[src/rtl/tmps_pkg.sv]
`timescale 1ns / 1ps

package tmps_pkg;

	// Default sizing of the row buffer and of one triangle entry.
	localparam int MAX_ROWS_DEF    = 128;
	localparam int VALUE_WIDTH_DEF = 16;

	// Fixed widths of the configuration register and of the result.
	localparam int ROW_COUNT_W = 8;
	localparam int OUT_WIDTH   = 23;

	// Depth of the queue between the front and the back part.
	localparam int QUEUE_DEPTH = 4;

	// Classification of one entry, worked out by the front part.
	typedef struct packed {
		logic has_up;    // the row above holds a sum in this column
		logic has_left;  // the row above holds a sum in the column to the left
		logic last_row;  // the entry belongs to the bottom row
		logic end_row;   // the entry closes its row
	} item_flags_t;

endpackage

[src/rtl/tmps_front.sv]
`timescale 1ns / 1ps

module tmps_front #(
	parameter int MAX_ROWS    = tmps_pkg::MAX_ROWS_DEF,
	parameter int VALUE_WIDTH = tmps_pkg::VALUE_WIDTH_DEF,
	parameter int IDX_W       = (MAX_ROWS > 1) ? $clog2(MAX_ROWS) : 1
) (
	input  logic                                clk,
	input  logic                                arst_n,
	input  logic                                cfg_valid,
	output logic                                cfg_ready,
	input  logic [tmps_pkg::ROW_COUNT_W-1:0]    row_count,
	input  logic                                in_valid,
	output logic                                in_stall,
	input  logic signed [VALUE_WIDTH-1:0]       value,
	input  logic                                q_full,
	output logic                                q_push,
	output logic signed [VALUE_WIDTH-1:0]       q_value,
	output logic [IDX_W-1:0]                    q_col,
	output tmps_pkg::item_flags_t               q_flags
);

	localparam int CMP_W = (IDX_W + 1 > tmps_pkg::ROW_COUNT_W) ? IDX_W + 1 :
		tmps_pkg::ROW_COUNT_W;

	logic [IDX_W-1:0] last_row_q;
	logic [IDX_W-1:0] row_q;
	logic [IDX_W-1:0] col_q;
	logic [IDX_W-1:0] last_row_next;
	logic [CMP_W-1:0] rows_wide;
	logic             cfg_write;
	logic             accept;

	// The register is always able to take a write.
	assign cfg_ready = 1'b1;
	assign cfg_write = cfg_valid && cfg_ready;

	// Index of the bottom row: a count of zero means one row, and a count
	// beyond the row buffer is limited to its size.
	assign rows_wide = CMP_W'(row_count);
	always_comb begin
		if (rows_wide == '0) begin
			last_row_next = '0;
		end else if (rows_wide > CMP_W'(MAX_ROWS)) begin
			last_row_next = IDX_W'(MAX_ROWS - 1);
		end else begin
			last_row_next = IDX_W'(rows_wide - CMP_W'(1));
		end
	end

	// Entries are taken whenever the queue has room.
	assign in_stall = q_full;
	assign accept   = in_valid && !q_full;
	assign q_push   = accept;
	assign q_value  = value;
	assign q_col    = col_q;

	// Classify the entry by its place in the triangle.
	always_comb begin
		q_flags.has_up   = col_q < row_q;
		q_flags.has_left = col_q != '0;
		q_flags.last_row = row_q == last_row_q;
		q_flags.end_row  = col_q == row_q;
	end

	// Row and column counters; a register write restarts the triangle.
	always_ff @(posedge clk or negedge arst_n) begin
		if (!arst_n) begin
			last_row_q <= '0;
			row_q      <= '0;
			col_q      <= '0;
		end else if (cfg_write) begin
			last_row_q <= last_row_next;
			row_q      <= '0;
			col_q      <= '0;
		end else if (accept) begin
			if (q_flags.end_row) begin
				col_q <= '0;
				if (q_flags.last_row) begin
					row_q <= '0;
				end else begin
					row_q <= row_q + IDX_W'(1);
				end
			end else begin
				col_q <= col_q + IDX_W'(1);
			end
		end
	end

endmodule

[src/rtl/tmps_queue.sv]
`timescale 1ns / 1ps

module tmps_queue #(
	parameter int WIDTH = 8,
	parameter int DEPTH = tmps_pkg::QUEUE_DEPTH
) (
	input  logic             clk,
	input  logic             arst_n,
	input  logic             push,
	input  logic [WIDTH-1:0] push_data,
	output logic             full,
	input  logic             pop,
	output logic             head_valid,
	output logic [WIDTH-1:0] head_data
);

	localparam int PTR_W = (DEPTH > 1) ? $clog2(DEPTH) : 1;
	localparam int CNT_W = $clog2(DEPTH + 1);

	logic [WIDTH-1:0] slot_q [DEPTH];
	logic [PTR_W-1:0] wr_ptr_q;
	logic [PTR_W-1:0] rd_ptr_q;
	logic [CNT_W-1:0] count_q;

	assign full       = count_q == CNT_W'(DEPTH);
	assign head_valid = count_q != '0;
	assign head_data  = slot_q[rd_ptr_q];

	// Storage for queued requests.
	always_ff @(posedge clk) begin
		if (push) begin
			slot_q[wr_ptr_q] <= push_data;
		end
	end

	// Pointers wrap at the queue depth; the count tracks occupancy.
	always_ff @(posedge clk or negedge arst_n) begin
		if (!arst_n) begin
			wr_ptr_q <= '0;
			rd_ptr_q <= '0;
			count_q  <= '0;
		end else begin
			if (push) begin
				wr_ptr_q <= (wr_ptr_q == PTR_W'(DEPTH - 1)) ? '0 : wr_ptr_q + PTR_W'(1);
			end
			if (pop) begin
				rd_ptr_q <= (rd_ptr_q == PTR_W'(DEPTH - 1)) ? '0 : rd_ptr_q + PTR_W'(1);
			end
			if (push && !pop) begin
				count_q <= count_q + CNT_W'(1);
			end else if (pop && !push) begin
				count_q <= count_q - CNT_W'(1);
			end
		end
	end

endmodule

[src/rtl/tmps_back.sv]
`timescale 1ns / 1ps

module tmps_back #(
	parameter int MAX_ROWS    = tmps_pkg::MAX_ROWS_DEF,
	parameter int VALUE_WIDTH = tmps_pkg::VALUE_WIDTH_DEF,
	parameter int IDX_W       = (MAX_ROWS > 1) ? $clog2(MAX_ROWS) : 1
) (
	input  logic                                   clk,
	input  logic                                   arst_n,
	input  logic                                   head_valid,
	input  logic signed [VALUE_WIDTH-1:0]          head_value,
	input  logic [IDX_W-1:0]                       head_col,
	input  tmps_pkg::item_flags_t                  head_flags,
	output logic                                   pop,
	output logic                                   out_valid,
	input  logic                                   out_stall,
	output logic signed [tmps_pkg::OUT_WIDTH-1:0]  max_sum
);

	localparam int SUM_RAW = VALUE_WIDTH + IDX_W + 1;
	localparam int SUM_W   = (SUM_RAW > tmps_pkg::OUT_WIDTH) ? SUM_RAW : tmps_pkg::OUT_WIDTH;

	// Row buffer of best partial sums, one entry per column.
	logic signed [SUM_W-1:0] best_row_q [MAX_ROWS];

	logic                         valid_s1;
	logic signed [VALUE_WIDTH-1:0] value_s1;
	logic [IDX_W-1:0]             col_s1;
	tmps_pkg::item_flags_t        flags_s1;
	logic signed [SUM_W-1:0]      rdata_s1;
	logic                         fwd_s1;
	logic signed [SUM_W-1:0]      fwd_data_s1;

	logic signed [SUM_W-1:0]      left_q;
	logic signed [SUM_W-1:0]      last_max_q;
	logic                         out_valid_q;
	logic signed [tmps_pkg::OUT_WIDTH-1:0] max_sum_q;

	logic signed [SUM_W-1:0]      up;
	logic signed [SUM_W-1:0]      value_ext;
	logic signed [SUM_W-1:0]      best_prev;
	logic signed [SUM_W-1:0]      here;
	logic signed [SUM_W-1:0]      last_max_next;
	logic                         emit;
	logic                         out_free;
	logic                         adv;

	// The sum above comes from the row buffer, or straight from the entry
	// that wrote the same column on the edge the read was made.
	assign up        = fwd_s1 ? fwd_data_s1 : rdata_s1;
	assign value_ext = {{(SUM_W - VALUE_WIDTH){value_s1[VALUE_WIDTH-1]}}, value_s1};

	// Best predecessor among the neighbors that exist.
	always_comb begin
		if (flags_s1.has_up && flags_s1.has_left) begin
			best_prev = (up > left_q) ? up : left_q;
		end else if (flags_s1.has_up) begin
			best_prev = up;
		end else if (flags_s1.has_left) begin
			best_prev = left_q;
		end else begin
			best_prev = '0;
		end
	end

	assign here = value_ext + best_prev;

	// Running maximum over the bottom row.
	always_comb begin
		if (!flags_s1.last_row) begin
			last_max_next = last_max_q;
		end else if (col_s1 == '0) begin
			last_max_next = here;
		end else begin
			last_max_next = (here > last_max_q) ? here : last_max_q;
		end
	end

	// Stage flow: a finishing entry waits while a held result is stalled.
	assign emit     = valid_s1 && flags_s1.end_row && flags_s1.last_row;
	assign out_free = !out_valid_q || !out_stall;
	assign adv      = valid_s1 && (!emit || out_free);
	assign pop      = head_valid && (!valid_s1 || adv);

	// Stage control and the result valid.
	always_ff @(posedge clk or negedge arst_n) begin
		if (!arst_n) begin
			valid_s1    <= 1'b0;
			fwd_s1      <= 1'b0;
			out_valid_q <= 1'b0;
		end else begin
			if (pop) begin
				valid_s1 <= 1'b1;
				fwd_s1   <= adv && (col_s1 == head_col);
			end else if (adv) begin
				valid_s1 <= 1'b0;
			end
			if (out_valid_q && !out_stall) begin
				out_valid_q <= 1'b0;
			end
			if (emit && adv) begin
				out_valid_q <= 1'b1;
			end
		end
	end

	// Stage payload, row buffer access and the per-row state.
	always_ff @(posedge clk) begin
		if (pop) begin
			value_s1    <= head_value;
			col_s1      <= head_col;
			flags_s1    <= head_flags;
			rdata_s1    <= best_row_q[head_col];
			fwd_data_s1 <= here;
		end
		if (adv) begin
			best_row_q[col_s1] <= here;
			left_q             <= up;
			last_max_q         <= last_max_next;
		end
		if (emit && adv) begin
			max_sum_q <= last_max_next[tmps_pkg::OUT_WIDTH-1:0];
		end
	end

	assign out_valid = out_valid_q;
	assign max_sum   = max_sum_q;

endmodule

[src/rtl/triangle_max_path_sum_top.sv]
`timescale 1ns / 1ps

// Maximum path sum of a number triangle. Write the row count (1 to MAX_ROWS;
// zero acts as one, larger values as MAX_ROWS) while the block is idle, then
// send the entries one per request in row-major order. After the last entry
// of the bottom row the block returns one request carrying the largest
// top-to-bottom path sum and starts on a new triangle. It takes one entry
// every cycle while in_stall is low; the back part reads the row buffer,
// adds and compares once per entry, so row-buffer read and the add-compare
// after it set the rate. A result follows its last entry through the queue
// and stage register. A register write abandons any triangle in progress.
module triangle_max_path_sum_top #(
	parameter int MAX_ROWS    = tmps_pkg::MAX_ROWS_DEF,
	parameter int VALUE_WIDTH = tmps_pkg::VALUE_WIDTH_DEF
) (
	input  logic                                   clk,
	input  logic                                   arst_n,
	input  logic                                   cfg_valid,
	output logic                                   cfg_ready,
	input  logic [tmps_pkg::ROW_COUNT_W-1:0]       row_count,
	input  logic                                   in_valid,
	output logic                                   in_stall,
	input  logic signed [VALUE_WIDTH-1:0]          value,
	output logic                                   out_valid,
	input  logic                                   out_stall,
	output logic signed [tmps_pkg::OUT_WIDTH-1:0]  max_sum
);

	localparam int IDX_W  = (MAX_ROWS > 1) ? $clog2(MAX_ROWS) : 1;
	localparam int FLAG_W = $bits(tmps_pkg::item_flags_t);
	localparam int ITEM_W = FLAG_W + IDX_W + VALUE_WIDTH;

	logic                          q_push;
	logic                          q_full;
	logic signed [VALUE_WIDTH-1:0] push_value;
	logic [IDX_W-1:0]              push_col;
	tmps_pkg::item_flags_t         push_flags;
	logic                          q_pop;
	logic                          head_valid;
	logic [ITEM_W-1:0]             head_data;
	logic signed [VALUE_WIDTH-1:0] head_value;
	logic [IDX_W-1:0]              head_col;
	tmps_pkg::item_flags_t         head_flags;

	// Front part: takes entries and classifies them by position.
	tmps_front #(
		.MAX_ROWS    (MAX_ROWS),
		.VALUE_WIDTH (VALUE_WIDTH),
		.IDX_W       (IDX_W)
	) u_front (
		.clk       (clk),
		.arst_n    (arst_n),
		.cfg_valid (cfg_valid),
		.cfg_ready (cfg_ready),
		.row_count (row_count),
		.in_valid  (in_valid),
		.in_stall  (in_stall),
		.value     (value),
		.q_full    (q_full),
		.q_push    (q_push),
		.q_value   (push_value),
		.q_col     (push_col),
		.q_flags   (push_flags)
	);

	// Short queue between the two parts.
	tmps_queue #(
		.WIDTH (ITEM_W),
		.DEPTH (tmps_pkg::QUEUE_DEPTH)
	) u_queue (
		.clk        (clk),
		.arst_n     (arst_n),
		.push       (q_push),
		.push_data  ({push_flags, push_col, push_value}),
		.full       (q_full),
		.pop        (q_pop),
		.head_valid (head_valid),
		.head_data  (head_data)
	);

	assign head_value = head_data[VALUE_WIDTH-1:0];
	assign head_col   = head_data[VALUE_WIDTH +: IDX_W];
	assign head_flags = head_data[ITEM_W-1 -: FLAG_W];

	// Back part: row buffer update and bottom-row maximum.
	tmps_back #(
		.MAX_ROWS    (MAX_ROWS),
		.VALUE_WIDTH (VALUE_WIDTH),
		.IDX_W       (IDX_W)
	) u_back (
		.clk        (clk),
		.arst_n     (arst_n),
		.head_valid (head_valid),
		.head_value (head_value),
		.head_col   (head_col),
		.head_flags (head_flags),
		.pop        (q_pop),
		.out_valid  (out_valid),
		.out_stall  (out_stall),
		.max_sum    (max_sum)
	);

	// The front never pushes into a full queue.
	a_no_overflow: assert property (@(posedge clk) disable iff (!arst_n)
		q_push |-> !q_full)
		else $error("push into a full queue");

	// The back never pops an empty queue.
	a_no_underflow: assert property (@(posedge clk) disable iff (!arst_n)
		q_pop |-> head_valid)
		else $error("pop from an empty queue");

	// The entry closing a row sits on the diagonal and has nothing above it.
	a_row_end_no_up: assert property (@(posedge clk) disable iff (!arst_n)
		(q_push && push_flags.end_row) |-> !push_flags.has_up)
		else $error("row end classified with a sum above");

endmodule

[config.mk]
export PLATFORM = sky130hd
export DESIGN_NAME = triangle_max_path_sum_top
export DESIGN_NICKNAME = d
export VERILOG_FILES = /design/src/rtl/tmps_pkg.sv /design/src/rtl/tmps_front.sv /design/src/rtl/tmps_queue.sv /design/src/rtl/tmps_back.sv /design/src/rtl/triangle_max_path_sum_top.sv
export SDC_FILE = /design/constraint.sdc
export NUM_CORES = 2
export LEC_CHECK = 0
export ABC_AREA = 1
export CAP_MARGIN = 40
export CELL_PAD_IN_SITES_DETAIL_PLACEMENT = 2
export CELL_PAD_IN_SITES_GLOBAL_PLACEMENT = 2
export CORE_MARGIN = 2
export CORE_UTILIZATION = 45
export DETAILED_ROUTE_END_ITERATION = 8
export DONT_BUFFER_PORTS = 1
export GPL_TIMING_DRIVEN = 0
export PLACE_DENSITY_LB_ADDON = 0.1
export REMOVE_ABC_BUFFERS = 1
export SYNTH_ARGS = -nofsm -noshare
export SYNTH_HDL_FRONTEND = slang
export SYNTH_SLANG_ARGS = --single-unit
[constraint.sdc]
create_clock -name clk -period 11.3 [get_ports clk]
set_clock_uncertainty 0.05 [all_clocks]
set_input_delay 1.13 -clock clk [delete_from_list [all_inputs] [get_ports clk]]
set_output_delay 1.13 -clock clk [all_outputs]
set_load 0.05 [all_outputs]
==> out/results.ini <==
[status]
outcome = finished, final reports clean

[setup_path]
r2r_slack_ns = 0.86
cp_max_fo = 41
cp_common_cell = nand2_1
max_stage_delay_ns = 0.70
end_kind = flop
crit_arrival_ns = 11.03
start_kind = flop
critPathSlowestCell = dfrtp_2
crit_type = flop to flop
critPathRequiredTime_ns = 11.89

[floorplanning]
die_y_um = 558
die_w_um = 558
io-pin-count = 55
initial_core_util = 0.452
dieArea_um2 = 311000
num_rows = 203
core_area_um2 = 306000

[sta]
fmaxAchievable_ghz = 0.0958
finalHoldViolations = 0
max_slew.worst_pin.slew_ns = 0.990
finalWorstSetupSlack_ns = 0.863
period_minus_slack_ns = 10.44
drv_slew = 0
post-route-period-util = 0.924
setup_viol = 0
relSlewSlack = 0.333
rsz0062_at_grt = false

[synthesis]
syn_area_um2 = 138000
yosys_warnings = 0
async_flop_share = 0.00923
syn_area_per_cell_um2 = 12.1
yosysSeqAreaShare = 0.729
synth_edf_count = 3326
ys_ff_latch = 3357
synthFlopType = edfxtp_1
postSynthCellCount = 11400
yosysUniqueCellTypes = 49

[routing]
drt_wl_total_um = 519000
via_per_inst = 6.13
ant_nets = 0
dr.pass1.iters = 6
drt-wirelength-per-cell_um = 32.8
drc = 0
drt_iter0_drc = 9649
vias = 97000

[worst_hold_path]
hold_class = input pin to flop

[run]
max_cap_viol_count = 0

[global_routing]
grt_antenna_before_repair = 15
grt_pass1_wl_um = 750000
overflow = 0
grt_usage = 0.330
grt_pass1_vias = 107000
grt_max_degree = 154

[final_layout]
area_growth_pct = 15.8
mostFrequentLayoutCell = edfxtp_1
nNetsFinal = 11500
utilization = 0.524
regArea_um2 = 101000
layout_common_cells = 3326 x edfxtp_1, 3014 x nand2_1, 2200 x nand3_1
stdcell_count = 15800
drive_above_1_share = 0.100
multi_input_area_um2 = 34300
fill_cells = 28800

[place]
dp.cells = 15200
place_congestion = 0.770
place_ws_ns = 0.0937
dp_hpwl_um = 307000
port_buffers = 0

[cts]
clk_pin_slew_ns = 0.07
clock_insertion_delay_worst_skew_ns = 0.95
post-cts-setup-buffers = 0
h-tree-depth = 5
tritoncts = built
root_buffer = clkbuf_16
numCtsBuffers = 364
cts.sinks = 3357
clock_path_buffers = 4

[cells in the mapped netlist (3+ instances only)]
cell | n | area (um2)
edfxtp_1 | 3326 | 99900
nand2_1 | 3019 | 11300
nand3_1 | 2203 | 11000
nor2_1 | 459 | 1720
o21ai_0 | 457 | 2290
buf_2 | 328 | 1640
clkbuf_1 | 210 | 788
inv_1 | 205 | 769
o21ai_1 | 182 | 911
or2_2 | 146 | 913
o211ai_1 | 122 | 916
a21oi_1 | 115 | 576
o22ai_1 | 114 | 713
ha_1 | 89 | 1110
buf_4 | 77 | 578
buf_1 | 63 | 236
or2_0 | 59 | 369
or2_1 | 39 | 244
buf_6 | 37 | 417
dfrtp_1 | 31 | 776
nand4_1 | 24 | 150
nor3_1 | 18 | 90.1
xor2_1 | 18 | 158
xnor2_1 | 14 | 123
a21o_1 | 6 | 45.0
and3_1 | 6 | 37.5
a221oi_1 | 4 | 35.0
clkbuf_2 | 4 | 20.0
inv_2 | 4 | 15.0
nor4_1 | 4 | 25.0
a31oi_1 | 3 | 18.8
nand2_2 | 3 | 18.8
o21bai_1 | 3 | 22.5
[final timing paths]
| path | startpoint | to | depth (start not counted) |
|---|---|---|---|
| worst max-delay path | u_back.fwd_s1 | u_back.last_max_q[13] | 43 |
| worst min-delay path | value[6] | u_queue.slot_q[3][6] | 0 |
| worst max register to register | u_back.fwd_s1 | u_back.last_max_q[13] | 43 |
| worst min register to register | u_front.last_row_q[2] | u_front.last_row_q[2] | 2 |
| max in group asynchronous | arst_n | u_back.fwd_s1 | 2 |
| min in group asynchronous | arst_n | u_back.valid_s1 | 2 |
[cells by family after synthesis]
family / count (synthesis) / share of synthesized area
compound gates: 1018 / 0.0407
other cells: 1 / 0.0000271
simple gates: 5982 / 0.188
flops: 3357 / 0.729
xor+xnor: 32 / 0.00203
fa+ha+maj: 91 / 0.00835
mux: 1 / 0.0000815
buf+inv: 931 / 0.0325
[routing by layer]
metal / GRT usage / part of all wire / routed length, um
met5: 0 / 0.000052 / 27
met2: 0.574 / 0.51 / 262000
met3: 0.0391 / 0.052 / 27100
met4: 0.145 / 0.049 / 25400
met1: 0.415 / 0.39 / 204000
[state kept, by name, indices dropped and copies added (netlist names), 2 cells and up]
register / flops
u_back.best_row_q: 3072
u_back.flags_s1: 4
u_front.last_row_q: 7
u_queue.slot_q: 108
u_back.last_max_q: 24
u_back.rdata_s1: 24
u_back.left_q: 24
u_queue.wr_ptr_q: 2
u_queue.count_q: 3
u_back.max_sum: 23
u_front.row_q: 7
u_front.q_col: 7
u_back.fwd_data_s1: 24
u_back.value_s1: 16
u_back.col_s1: 7
u_queue.rd_ptr_q: 2
[through the flow]
step | hold slack (ns) | instance area (um2) | TNS (ns)
5_1_grt | 0.201 | 160000 | 0
6_report | 0.233 | 160000 | 0
2_1_floorplan | 0.422 | 134000 | -1355.57
3_3_place_gp | 0.460 | 140000 | -
3_5_place_dp | 0.468 | 149000 | 0
4_1_cts | 0.174 | 160000 | 0
[area by class of cell]
type / count / area share
antenna: 5 / 0.0000782
sequential: 3357 / 0.629
inverter: 211 / 0.00543
multi-input combinational: 7125 / 0.215
timing repair buffer: 367 / 0.0478
clock buffer: 491 / 0.0621
tap: 4100 / 0.0321
clock inverter: 171 / 0.00867
[critical path: cells and delay by family, from the launching register on]
| kind | cells | cell delay, ns |
|---|---|---|
| simple gates | 23 | 3.18 |
| flops | 1 | 0.70 |
| compound gates | 9 | 2.99 |
| fa+ha+maj | 3 | 1.13 |
| buf+inv | 7 | 1.71 |
| xor+xnor | 1 | 0.35 |
[what timing repair did]
item | 4_1_cts | 5_1_grt
setup endpoints to repair | 12 | 47
hold endpoints to repair | 31 | 0
resized for setup | 1 | 4
hold buffers | 2 | 0
Power is left out: the tool's default activity adds up to more than one toggle a clock period on the data nets, which glitch-free logic cannot reach.
